$ cat config.mk
export PLATFORM = sky130hd
export DESIGN_NAME = multi_reader_ring_buffer
export DESIGN_NICKNAME = d
export VERILOG_FILES = /design/src/hdl/mrrb_pkg.sv /design/src/hdl/mrrb_ram.sv /design/src/hdl/mrrb_csr.sv /design/src/hdl/mrrb_ctrl.sv /design/src/hdl/mrrb_datapath.sv /design/src/hdl/multi_reader_ring_buffer.sv
export SDC_FILE = /design/constraint.sdc
export NUM_CORES = 2
export LEC_CHECK = 0
export ABC_CLOCK_PERIOD_IN_PS = 12400
export BUFFER_PORTS_ARGS = -buffer_cell sky130_fd_sc_hd__buf_2
export CAP_MARGIN = 5
export CORE_UTILIZATION = 50
export CTS_CLUSTER_DIAMETER = 200
export CTS_CLUSTER_SIZE = 14
export DETAILED_ROUTE_END_ITERATION = 10
export GPL_ROUTABILITY_DRIVEN = 0
export PLACE_DENSITY = 0.64
export SKIP_CTS_REPAIR_TIMING = 1
export SYNTH_ARGS = -nofsm -noshare
export SYNTH_HDL_FRONTEND = slang
export SYNTH_SLANG_ARGS = --single-unit
$ cat constraint.sdc
create_clock -name clock -period 12.4 [get_ports clock]
set_clock_uncertainty 0.05 [all_clocks]
set_input_delay 3.72 -clock clock [delete_from_list [all_inputs] [get_ports clock]]
set_output_delay 3.72 -clock clock [all_outputs]
set_load 0.02 [all_outputs]
$ cat src/hdl/mrrb_pkg.sv
// Shared types, constants and register map of the multi-reader ring buffer.
`timescale 1ns / 1ps

package mrrb_pkg;

   // Buffer geometry.
   localparam int DEPTH      = 64;
   localparam int READERS    = 4;
   localparam int DATA_WIDTH = 32;
   localparam int PTR_WIDTH  = $clog2(DEPTH);
   localparam int CNT_WIDTH  = PTR_WIDTH + 1;

   // Field and register widths.
   localparam int RIDX_WIDTH      = 2;
   localparam int MASK_WIDTH      = 4;
   localparam int DEPTH_REG_WIDTH = 7;
   localparam int RCNT_WIDTH      = 3;
   localparam int RATE_WIDTH      = 7;
   localparam int CSR_DATA_WIDTH  = 32;
   localparam int CSR_ADDR_WIDTH  = 5;
   localparam int CSR_IDX_WIDTH   = 3;

   // Register indexes on the configuration port.
   localparam logic [CSR_IDX_WIDTH-1:0] REG_DEPTH = 3'd0;
   localparam logic [CSR_IDX_WIDTH-1:0] REG_COUNT = 3'd1;
   localparam logic [CSR_IDX_WIDTH-1:0] REG_RATE0 = 3'd2;
   localparam logic [CSR_IDX_WIDTH-1:0] REG_RATE1 = 3'd3;
   localparam logic [CSR_IDX_WIDTH-1:0] REG_RATE2 = 3'd4;
   localparam logic [CSR_IDX_WIDTH-1:0] REG_RATE3 = 3'd5;

   // Register reset values.
   localparam logic [DEPTH_REG_WIDTH-1:0] DEPTH_RESET = 7'd64;
   localparam logic [RCNT_WIDTH-1:0]      COUNT_RESET = 3'd0;
   localparam logic [RATE_WIDTH-1:0]      RATE_RESET  = 7'd1;

   // Request operation codes.
   typedef enum logic {
      OP_SEND = 1'b0,
      OP_READ = 1'b1
   } op_type;

   // Request payload.
   typedef struct packed {
      op_type                  op;
      logic [DATA_WIDTH-1:0]   write_data;
      logic [RIDX_WIDTH-1:0]   reader_index;
   } req_type;

   // Result payload.
   typedef struct packed {
      logic [DATA_WIDTH-1:0]   read_data;
      logic [MASK_WIDTH-1:0]   ready_mask;
      logic                    overflow;
      logic                    empty_read;
      logic                    bad_reader;
      logic                    starvation;
   } rsp_type;

   // Configuration seen by the datapath.
   typedef struct packed {
      logic [DEPTH_REG_WIDTH-1:0]             depth_in_use;
      logic [RCNT_WIDTH-1:0]                  reader_count;
      logic [READERS-1:0][RATE_WIDTH-1:0]     rates;
   } cfg_type;

   // Commands from the controller to the datapath.
   typedef struct packed {
      logic capture;
      logic exec;
      logic stat;
   } cmd_type;

endpackage

$ cat src/hdl/mrrb_ram.sv
// Generic single-port RAM with a registered read.
`timescale 1ns / 1ps

module mrrb_ram #(
   parameter int WIDTH = 32,
   parameter int DEPTH = 64
) (
   input  logic                     clock,
   input  logic                     we,
   input  logic                     re,
   input  logic [$clog2(DEPTH)-1:0] addr,
   input  logic [WIDTH-1:0]         wdata,
   output logic [WIDTH-1:0]         rdata
);

   logic [WIDTH-1:0] mem_ff [DEPTH];
   logic [WIDTH-1:0] rdata_ff;

   // Write and registered read share the one address.
   always_ff @(posedge clock) begin
      if (we) begin
         mem_ff[addr] <= wdata;
      end
      if (re) begin
         rdata_ff <= mem_ff[addr];
      end
   end

   assign rdata = rdata_ff;

endmodule

$ cat src/hdl/mrrb_csr.sv
// Configuration registers behind the APB-style port.
`timescale 1ns / 1ps

module mrrb_csr import mrrb_pkg::*; (
   input  logic                      clock,
   input  logic                      reset,
   input  logic                      psel,
   input  logic                      penable,
   input  logic                      pwrite,
   input  logic [CSR_ADDR_WIDTH-1:0] paddr,
   input  logic [CSR_DATA_WIDTH-1:0] pwdata,
   output logic [CSR_DATA_WIDTH-1:0] prdata,
   output logic                      pready,
   output cfg_type                   cfg
);

   logic [DEPTH_REG_WIDTH-1:0]         depth_ff, depth_in;
   logic [RCNT_WIDTH-1:0]              count_ff, count_in;
   logic [READERS-1:0][RATE_WIDTH-1:0] rate_ff, rate_in;
   logic [CSR_IDX_WIDTH-1:0]           reg_idx;
   logic                               wr_en;

   assign reg_idx = paddr[CSR_ADDR_WIDTH-1:2];
   assign wr_en   = psel && penable && pwrite;
   assign pready  = 1'b1;

   // Register write decode; indexes beyond the map are dropped.
   always_comb begin
      depth_in = depth_ff;
      count_in = count_ff;
      rate_in  = rate_ff;
      if (wr_en) begin
         unique case (reg_idx)
            REG_DEPTH: depth_in   = pwdata[DEPTH_REG_WIDTH-1:0];
            REG_COUNT: count_in   = pwdata[RCNT_WIDTH-1:0];
            REG_RATE0: rate_in[0] = pwdata[RATE_WIDTH-1:0];
            REG_RATE1: rate_in[1] = pwdata[RATE_WIDTH-1:0];
            REG_RATE2: rate_in[2] = pwdata[RATE_WIDTH-1:0];
            REG_RATE3: rate_in[3] = pwdata[RATE_WIDTH-1:0];
            default: ;
         endcase
      end
   end

   always_ff @(posedge clock) begin
      if (reset) begin
         depth_ff <= DEPTH_RESET;
         count_ff <= COUNT_RESET;
         for (int r = 0; r < READERS; r++) begin
            rate_ff[r] <= RATE_RESET;
         end
      end else begin
         depth_ff <= depth_in;
         count_ff <= count_in;
         rate_ff  <= rate_in;
      end
   end

   // Read-back multiplexer.
   always_comb begin
      prdata = '0;
      unique case (reg_idx)
         REG_DEPTH: prdata = CSR_DATA_WIDTH'(depth_ff);
         REG_COUNT: prdata = CSR_DATA_WIDTH'(count_ff);
         REG_RATE0: prdata = CSR_DATA_WIDTH'(rate_ff[0]);
         REG_RATE1: prdata = CSR_DATA_WIDTH'(rate_ff[1]);
         REG_RATE2: prdata = CSR_DATA_WIDTH'(rate_ff[2]);
         REG_RATE3: prdata = CSR_DATA_WIDTH'(rate_ff[3]);
         default:   prdata = '0;
      endcase
   end

   assign cfg.depth_in_use = depth_ff;
   assign cfg.reader_count = count_ff;
   assign cfg.rates        = rate_ff;

endmodule

$ cat src/hdl/mrrb_ctrl.sv
// Controller state machine that sequences one request at a time.
`timescale 1ns / 1ps

module mrrb_ctrl import mrrb_pkg::*; (
   input  logic    clock,
   input  logic    reset,
   input  logic    req_valid,
   output logic    req_ready,
   output logic    rsp_valid,
   input  logic    rsp_ready,
   output cmd_type cmd
);

   typedef enum logic [3:0] {
      ST_IDLE = 4'b0001,
      ST_EXEC = 4'b0010,
      ST_STAT = 4'b0100,
      ST_RESP = 4'b1000
   } state_type;

   state_type state_ff, state_in;

   // Next state: capture, store access, status, then hand over the result.
   always_comb begin
      state_in = state_ff;
      unique case (state_ff)
         ST_IDLE: begin
            if (req_valid) state_in = ST_EXEC;
         end
         ST_EXEC: state_in = ST_STAT;
         ST_STAT: state_in = ST_RESP;
         ST_RESP: begin
            if (rsp_ready) state_in = ST_IDLE;
         end
         default: state_in = ST_IDLE;
      endcase
   end

   always_ff @(posedge clock) begin
      if (reset) begin
         state_ff <= ST_IDLE;
      end else begin
         state_ff <= state_in;
      end
   end

   // Handshake and datapath commands.
   assign req_ready   = (state_ff == ST_IDLE);
   assign rsp_valid   = (state_ff == ST_RESP);
   assign cmd.capture = req_ready && req_valid;
   assign cmd.exec    = (state_ff == ST_EXEC);
   assign cmd.stat    = (state_ff == ST_STAT);

`ifndef SYNTH
   // A captured request is executed in the very next cycle.
   assert property (@(posedge clock) disable iff (reset)
      cmd.capture |=> cmd.exec)
      else $error("captured request was not executed");

   // Status evaluation follows execution, and the result follows status.
   assert property (@(posedge clock) disable iff (reset)
      cmd.exec |=> cmd.stat ##1 rsp_valid)
      else $error("execution did not lead to a result");

   // No new request is taken while a result is pending.
   assert property (@(posedge clock) disable iff (reset)
      !(req_ready && rsp_valid))
      else $error("request accepted with a result pending");
`endif

endmodule

$ cat src/hdl/mrrb_datapath.sv
// Datapath: pointers, ready flags, buffer store and result register.
`timescale 1ns / 1ps

module mrrb_datapath import mrrb_pkg::*; (
   input  logic    clock,
   input  logic    reset,
   input  cmd_type cmd,
   input  cfg_type cfg,
   input  req_type req_data,
   output rsp_type rsp_data
);

   // Clamp the programmed depth to the range the buffer supports.
   function automatic logic [CNT_WIDTH-1:0] eff_depth(input logic [DEPTH_REG_WIDTH-1:0] raw);
      logic [CNT_WIDTH-1:0] d;
      if (raw < DEPTH_REG_WIDTH'(2)) begin
         d = CNT_WIDTH'(2);
      end else if (raw > DEPTH_REG_WIDTH'(DEPTH)) begin
         d = CNT_WIDTH'(DEPTH);
      end else begin
         d = CNT_WIDTH'(raw);
      end
      return d;
   endfunction

   // Step a pointer, wrapping at the depth in use.
   function automatic logic [PTR_WIDTH-1:0] advance(input logic [PTR_WIDTH-1:0] p,
                                                    input logic [CNT_WIDTH-1:0] d);
      logic [CNT_WIDTH-1:0] nxt;
      nxt = {1'b0, p} + CNT_WIDTH'(1);
      return (nxt >= d) ? '0 : nxt[PTR_WIDTH-1:0];
   endfunction

   // Words held for a reader; a gap larger than the depth counts as empty.
   function automatic logic [CNT_WIDTH-1:0] occupancy(input logic [PTR_WIDTH-1:0] wp,
                                                      input logic [PTR_WIDTH-1:0] rp,
                                                      input logic [CNT_WIDTH-1:0] d);
      logic [PTR_WIDTH-1:0] gap;
      logic [CNT_WIDTH-1:0] occ;
      gap = rp - wp;
      if (wp >= rp) begin
         occ = {1'b0, wp - rp};
      end else if ({1'b0, gap} > d) begin
         occ = '0;
      end else begin
         occ = d - {1'b0, gap};
      end
      return occ;
   endfunction

   req_type                           req_ff;
   logic [PTR_WIDTH-1:0]              wp_ff, wp_in;
   logic [READERS-1:0][PTR_WIDTH-1:0] rp_ff, rp_in;
   logic [READERS-1:0]                flag_ff, flag_in;
   logic                              ovf_ff, ovf_in;
   logic                              empty_ff, empty_in;
   logic                              bad_ff, bad_in;
   logic                              rd_ok_ff, rd_ok_in;
   rsp_type                           rsp_ff;

   logic [CNT_WIDTH-1:0]              depth_eff;
   logic [RCNT_WIDTH-1:0]             count_eff;
   logic [READERS-1:0]                active;
   logic                              is_send;
   logic                              idx_ok;
   logic [PTR_WIDTH-1:0]              wp_adv;
   logic [PTR_WIDTH-1:0]              rp_sel;
   logic [PTR_WIDTH-1:0]              rp_adv;
   logic [RATE_WIDTH-1:0]             rate_sel;
   logic                              ram_we;
   logic                              ram_re;
   logic [PTR_WIDTH-1:0]              ram_addr;
   logic [DATA_WIDTH-1:0]             ram_rdata;
   logic                              starve;
   logic [READERS-1:0]                mask;

   // Effective configuration.
   assign depth_eff = eff_depth(cfg.depth_in_use);
   assign count_eff = (cfg.reader_count > RCNT_WIDTH'(READERS)) ?
                      RCNT_WIDTH'(READERS) : cfg.reader_count;

   always_comb begin
      for (int r = 0; r < READERS; r++) begin
         active[r] = RCNT_WIDTH'(r) < count_eff;
      end
   end

   // Request decode and pointer steps.
   assign is_send  = (req_ff.op == OP_SEND);
   assign idx_ok   = RCNT_WIDTH'(req_ff.reader_index) < count_eff;
   assign wp_adv   = advance(wp_ff, depth_eff);
   assign rp_sel   = rp_ff[req_ff.reader_index];
   assign rp_adv   = advance(rp_sel, depth_eff);
   assign rate_sel = cfg.rates[req_ff.reader_index];

   // Store access during execution.
   assign ram_we   = cmd.exec && is_send;
   assign ram_re   = cmd.exec && !is_send && idx_ok;
   assign ram_addr = is_send ? wp_ff : rp_sel;

   mrrb_ram #(
      .WIDTH (DATA_WIDTH),
      .DEPTH (DEPTH)
   ) u_store (
      .clock (clock),
      .we    (ram_we),
      .re    (ram_re),
      .addr  (ram_addr),
      .wdata (req_ff.write_data),
      .rdata (ram_rdata)
   );

   // Execution: update pointers and ready flags, record the per-request flags.
   always_comb begin
      wp_in    = wp_ff;
      rp_in    = rp_ff;
      flag_in  = flag_ff;
      ovf_in   = ovf_ff;
      empty_in = empty_ff;
      bad_in   = bad_ff;
      rd_ok_in = rd_ok_ff;
      if (cmd.exec) begin
         ovf_in   = 1'b0;
         empty_in = 1'b0;
         bad_in   = 1'b0;
         rd_ok_in = 1'b0;
         if (is_send) begin
            wp_in = wp_adv;
            for (int r = 0; r < READERS; r++) begin
               if (active[r]) begin
                  if (wp_adv == rp_ff[r]) ovf_in = 1'b1;
                  if (occupancy(wp_adv, rp_ff[r], depth_eff) >= CNT_WIDTH'(cfg.rates[r])) begin
                     flag_in[r] = 1'b1;
                  end
               end
            end
         end else if (!idx_ok) begin
            bad_in = 1'b1;
         end else begin
            empty_in                    = (rp_sel == wp_ff);
            rd_ok_in                    = 1'b1;
            rp_in[req_ff.reader_index]  = rp_adv;
            if (occupancy(wp_ff, rp_adv, depth_eff) < CNT_WIDTH'(rate_sel)) begin
               flag_in[req_ff.reader_index] = 1'b0;
            end
         end
      end
   end

   // Status over the updated state.
   always_comb begin
      starve = 1'b0;
      for (int r = 0; r < READERS; r++) begin
         mask[r] = flag_ff[r] && active[r];
         if (active[r] &&
             (occupancy(wp_ff, rp_ff[r], depth_eff) < CNT_WIDTH'(cfg.rates[r]))) begin
            starve = 1'b1;
         end
      end
   end

   // Control state: pointers and flags.
   always_ff @(posedge clock) begin
      if (reset) begin
         wp_ff   <= '0;
         rp_ff   <= '0;
         flag_ff <= '0;
      end else begin
         wp_ff   <= wp_in;
         rp_ff   <= rp_in;
         flag_ff <= flag_in;
      end
   end

   // Payload registers: captured request, request flags and result.
   always_ff @(posedge clock) begin
      if (cmd.capture) begin
         req_ff <= req_data;
      end
      ovf_ff   <= ovf_in;
      empty_ff <= empty_in;
      bad_ff   <= bad_in;
      rd_ok_ff <= rd_ok_in;
      if (cmd.stat) begin
         rsp_ff.read_data  <= rd_ok_ff ? ram_rdata : '0;
         rsp_ff.ready_mask <= MASK_WIDTH'(mask);
         rsp_ff.overflow   <= ovf_ff;
         rsp_ff.empty_read <= empty_ff;
         rsp_ff.bad_reader <= bad_ff;
         rsp_ff.starvation <= starve;
      end
   end

   assign rsp_data = rsp_ff;

`ifndef SYNTH
   // The write pointer moves only as a result of executing a request.
   assert property (@(posedge clock) disable iff (reset)
      !cmd.exec |=> $stable(wp_ff))
      else $error("write pointer moved outside execution");

   // A read request never moves the write pointer.
   assert property (@(posedge clock) disable iff (reset)
      (cmd.exec && !is_send) |=> $stable(wp_ff))
      else $error("write pointer moved on a read");
`endif

endmodule

$ cat src/hdl/multi_reader_ring_buffer.sv
// Top level of the multi-reader broadcast ring buffer.
// One writer and up to four readers share a 64-word circular store.
// Request channel (req_valid/req_ready/req_data): op selects a send of
// write_data or a read for reader_index. Result channel (rsp_valid/rsp_ready/
// rsp_data): one result per request with the read word, the ready mask and
// the overflow, empty read, bad reader and starvation flags.
// The configuration port (psel/penable/pwrite/paddr/pwdata/prdata/pready)
// holds depth in use, reader count and four reader rates at 4-byte steps;
// write it only while no request is in flight.
// An accepted request passes through the execute and status states before
// its result is valid; no new request is taken until it is handed over.
// The controller sequence is capture, one access of the single-port store
// with the pointer update, status evaluation and hand-over.
// Reset clears the pointers and ready flags and loads the register defaults;
// the store content is undefined until written, and no clearing pass runs.
// While the receiver stalls, the result holds and no new request is taken.
`timescale 1ns / 1ps

module multi_reader_ring_buffer import mrrb_pkg::*; (
   input  logic                      clock,
   input  logic                      reset,
   input  logic                      req_valid,
   output logic                      req_ready,
   input  req_type                   req_data,
   output logic                      rsp_valid,
   input  logic                      rsp_ready,
   output rsp_type                   rsp_data,
   input  logic                      psel,
   input  logic                      penable,
   input  logic                      pwrite,
   input  logic [CSR_ADDR_WIDTH-1:0] paddr,
   input  logic [CSR_DATA_WIDTH-1:0] pwdata,
   output logic [CSR_DATA_WIDTH-1:0] prdata,
   output logic                      pready
);

   cfg_type cfg;
   cmd_type cmd;

   // Configuration registers.
   mrrb_csr u_csr (
      .clock   (clock),
      .reset   (reset),
      .psel    (psel),
      .penable (penable),
      .pwrite  (pwrite),
      .paddr   (paddr),
      .pwdata  (pwdata),
      .prdata  (prdata),
      .pready  (pready),
      .cfg     (cfg)
   );

   // Request sequencing.
   mrrb_ctrl u_ctrl (
      .clock     (clock),
      .reset     (reset),
      .req_valid (req_valid),
      .req_ready (req_ready),
      .rsp_valid (rsp_valid),
      .rsp_ready (rsp_ready),
      .cmd       (cmd)
   );

   // Pointers, flags and store.
   mrrb_datapath u_datapath (
      .clock    (clock),
      .reset    (reset),
      .cmd      (cmd),
      .cfg      (cfg),
      .req_data (req_data),
      .rsp_data (rsp_data)
   );

endmodule
==> impl_metrics.py <==
metrics = {
    "sta": {
        "period_needed_ps": 8690,
        "layout_setup_ws_ps": 3710,
        "finalHoldViolCount": 0,
        "slew_viol_final": 0,
        "finalCritPeriodShare_pct": 70.0,
        "max_freq_mhz": 115,
        "finalSetupViolCount": 0,
        "worst_pin_slew_ps": 1410,
        "slew_headroom_pct": 5.88,
        "final.setup.tns_ps": 0,
        "grt_setup_unrepaired": "no",
    },
    "cts": {
        "cts_root_buffer": "clkbuf_16",
        "worstSkewPairLatency_ps": 860,
        "cts.sinks": 2235,
        "htreeDepth": 4,
        "clkTransAtPathRegs_ps": 80,
        "cts_buffers": 177,
        "cts_tree": "done",
        "cts_buffer_depth": 3,
    },
    "global_routing": {
        "grt_max_degree": 129,
        "first_global_vias": 56000,
        "track_usage_pct": 32.3,
        "overflow": 0,
        "grt_pass1_wl_um": 424000,
        "antenna_found_initial": 12,
    },
    "setup_path": {
        "arrival_ps": 4920,
        "cp_max_fo": 25,
        "critPathKind": "in2out",
        "worstPathRequired_ps": 8630,
        "worst_setup_path_start_kind": "input pin",
        "crit_path_end_kind": "output pin",
    },
    "routing": {
        "routed_via_density": 6.76,
        "wl_met1_um": 114000,
        "dr.pass1.iters": 8,
        "ant_nets": 0,
        "top_layer_used": "met5",
        "drc": 0,
        "wl_um": 307000,
        "drt_iter0_markers": 9937,
        "via_count": 60200,
        "wl_met3_um": 37000,
        "routedWlPerCell_um": 34.5,
        "wl_met2_um": 141000,
    },
    "cells_and_area": {
        "drive_gt1_share_pct": 10.2,
        "nFillCells": 14500,
        "fin_cells": 8909,
        "area_growth_pct": 9.64,
        "layout.nets": 6703,
    },
    "die": {
        "die_height_um": 432,
        "die_area_mm2": 0.187,
        "initial_core_util_pct": 50.5,
        "core_region_area_mm2": 0.183,
        "die_w_um": 432,
        "num_rows": 157,
        "io_pins": 154,
    },
    "power_and_ir_drop": {
        "switching_share_pct": 21.6,
        "p_leak_nw": 32.6,
        "comb_power_share_pct": 4.7,
        "ir_worst_vdd_uv": 107,
        "p_seq_share_pct": 59.1,
        "powerDensity_mw_per_mm2": 140,
        "switchingPower_mw": 3.08,
        "clkPwrFrac_pct": 36.3,
        "internal-power_mw": 11.2,
        "p_total_mw": 14.3,
    },
    "synth": {
        "synth-edff-count": 2159,
        "synthCells": 6302,
        "synth_cell_types": 88,
        "yosys_warnings": 0,
        "syn_avg_cell_area_um2": 14.7,
        "synth_seq_cells": 2235,
        "synth_area_mm2": 0.0926,
        "yosysSeqAreaShare_pct": 71.7,
        "async_flop_share_pct": 0,
        "synthFlopType": "edfxtp_1",
    },
    "job": {
        "maxCapViolations": 0,
    },
    "placed_design": {
        "hpwlAfterDp_um": 169000,
        "dpl.cell_count": 8689,
        "dp_slack_ps": 3750,
        "port-buffer-count": 100,
    },
    "hold_path": {
        "hold_path_class": "reg2reg",
    },
    "outcome": {
        "status": "finished clean",
    },
}
==> metrics by stage <==
step           hold slack, ps  utilization [%]  area, um^2
4_1_cts                   376             55.3      101000
2_1_floorplan             350                -       92700
6_report                  374             55.3      102000
3_3_place_gp              356             52.7       96700
3_5_place_dp              357             52.7       96700
5_1_grt                   378             55.3      101000
==> critical path, stage by stage <==
cell and delay (ps):
buf_2 250, nor2_1 350, a22oi_1 150, o221ai_1 230, buf_2 210
==> placed cells by master (no fill, tap or decap), types with 102 or more instances in the layout <==
master,instances
a21oi_1,409
a221oi_1,120
a222oi_1,138
a22o_1,102
a22oi_1,238
buf_4,190
clkbuf_16,181
edfxtp_1,2159
ha_1,202
inv_1,158
mux2i_1,145
nand2_1,636
nor2_1,175
o21ai_0,186
==> layer usage <==
metal / global-route usage, % / vias to the layer above
li1: - / 24800
met3: 7.03 / 779
met1: 43.3 / 30200
met4: 14.7 / 6
met2: 50.7 / 4441
met5: 0 / -
==> cell type report <==
type / count / area [um^2] / share of cell area (%)
antenna: 9 / 22.5 / 0.0222
clock buffer: 201 / 4600 / 4.54
clock inverter: 10 / 149 / 0.147
inverter: 162 / 608 / 0.599
multi-input combinational: 3531 / 24600 / 24.3
sequential: 2235 / 66400 / 65.4
tap: 2464 / 3080 / 3.04
timing repair buffer: 297 / 2070 / 2.04
==> flip-flops by register name, indices dropped and copies added (netlist names) <==
| signal | cells |
|---|---|
| u_csr.cfg | 28 |
| u_csr.count_ff | 3 |
| u_csr.depth_ff | 7 |
| u_ctrl.state_ff | 4 |
| u_datapath.bad_ff | 1 |
| u_datapath.empty_ff | 1 |
| u_datapath.flag_ff | 4 |
| u_datapath.ovf_ff | 1 |
| u_datapath.rd_ok_ff | 1 |
| u_datapath.req_ff | 35 |
| u_datapath.rp_ff | 24 |
| u_datapath.rsp_data | 40 |
| u_datapath.u_store.mem_ff | 2048 |
| u_datapath.u_store.rdata | 32 |
| u_datapath.wp_ff | 6 |
==> power groups by stage <==
stage	Combinational, mW	Clock (mW)	Sequential, mW
after detailed placement	0.650	0	8.58
after global placement	0.633	0	8.58
after global routing	0.700	5.43	8.42
after floorplan	0.278	0	8.69
after CTS	0.652	5.18	8.42
final	0.667	5.17	8.42
==> logic make-up after synthesis <==
| group | count (synthesis) | synth area share, % |
|---|---|---|
| buffers and inverters | 560 | 2.61 |
| XOR/XNOR | 140 | 1.35 |
| flip-flops | 2235 | 71.7 |
| AND/OR/NAND/NOR | 1274 | 6.20 |
| multiplexers | 182 | 2.18 |
| AO/OA/AOI/OAI | 1675 | 12.7 |
| adder cells (fa/ha/maj) | 234 | 3.27 |
| other | 2 | 0.00811 |
==> final timing paths <==
check | startpoint | to | slack, ps | cells past startpoint
setup / recovery | paddr[2] | prdata[0] | 3710 | 5
hold / removal | u_datapath.empty_ff | u_datapath.rsp_data[2] | 370 | 0
setup reg to reg | u_datapath.req_ff[0] | u_datapath.flag_ff[2] | 4280 | 31
hold reg to reg | u_datapath.empty_ff | u_datapath.rsp_data[2] | 370 | 0
==> cells in the mapped netlist (135+ instances only) <==
library cell	number	area share, %
a22oi_1	238	1.9
mux2i_1	145	1.6
edfxtp_1	2159	70
a21oi_1	415	2.2
o21ai_0	186	1.0
clkbuf_1	178	0.72
inv_1	159	0.64
nand2_1	647	2.6
a222oi_1	138	1.5
nor2_1	242	0.98
buf_2	135	0.73
ha_1	202	2.7
No activity file was read; power rests on OpenSTA's default activity.
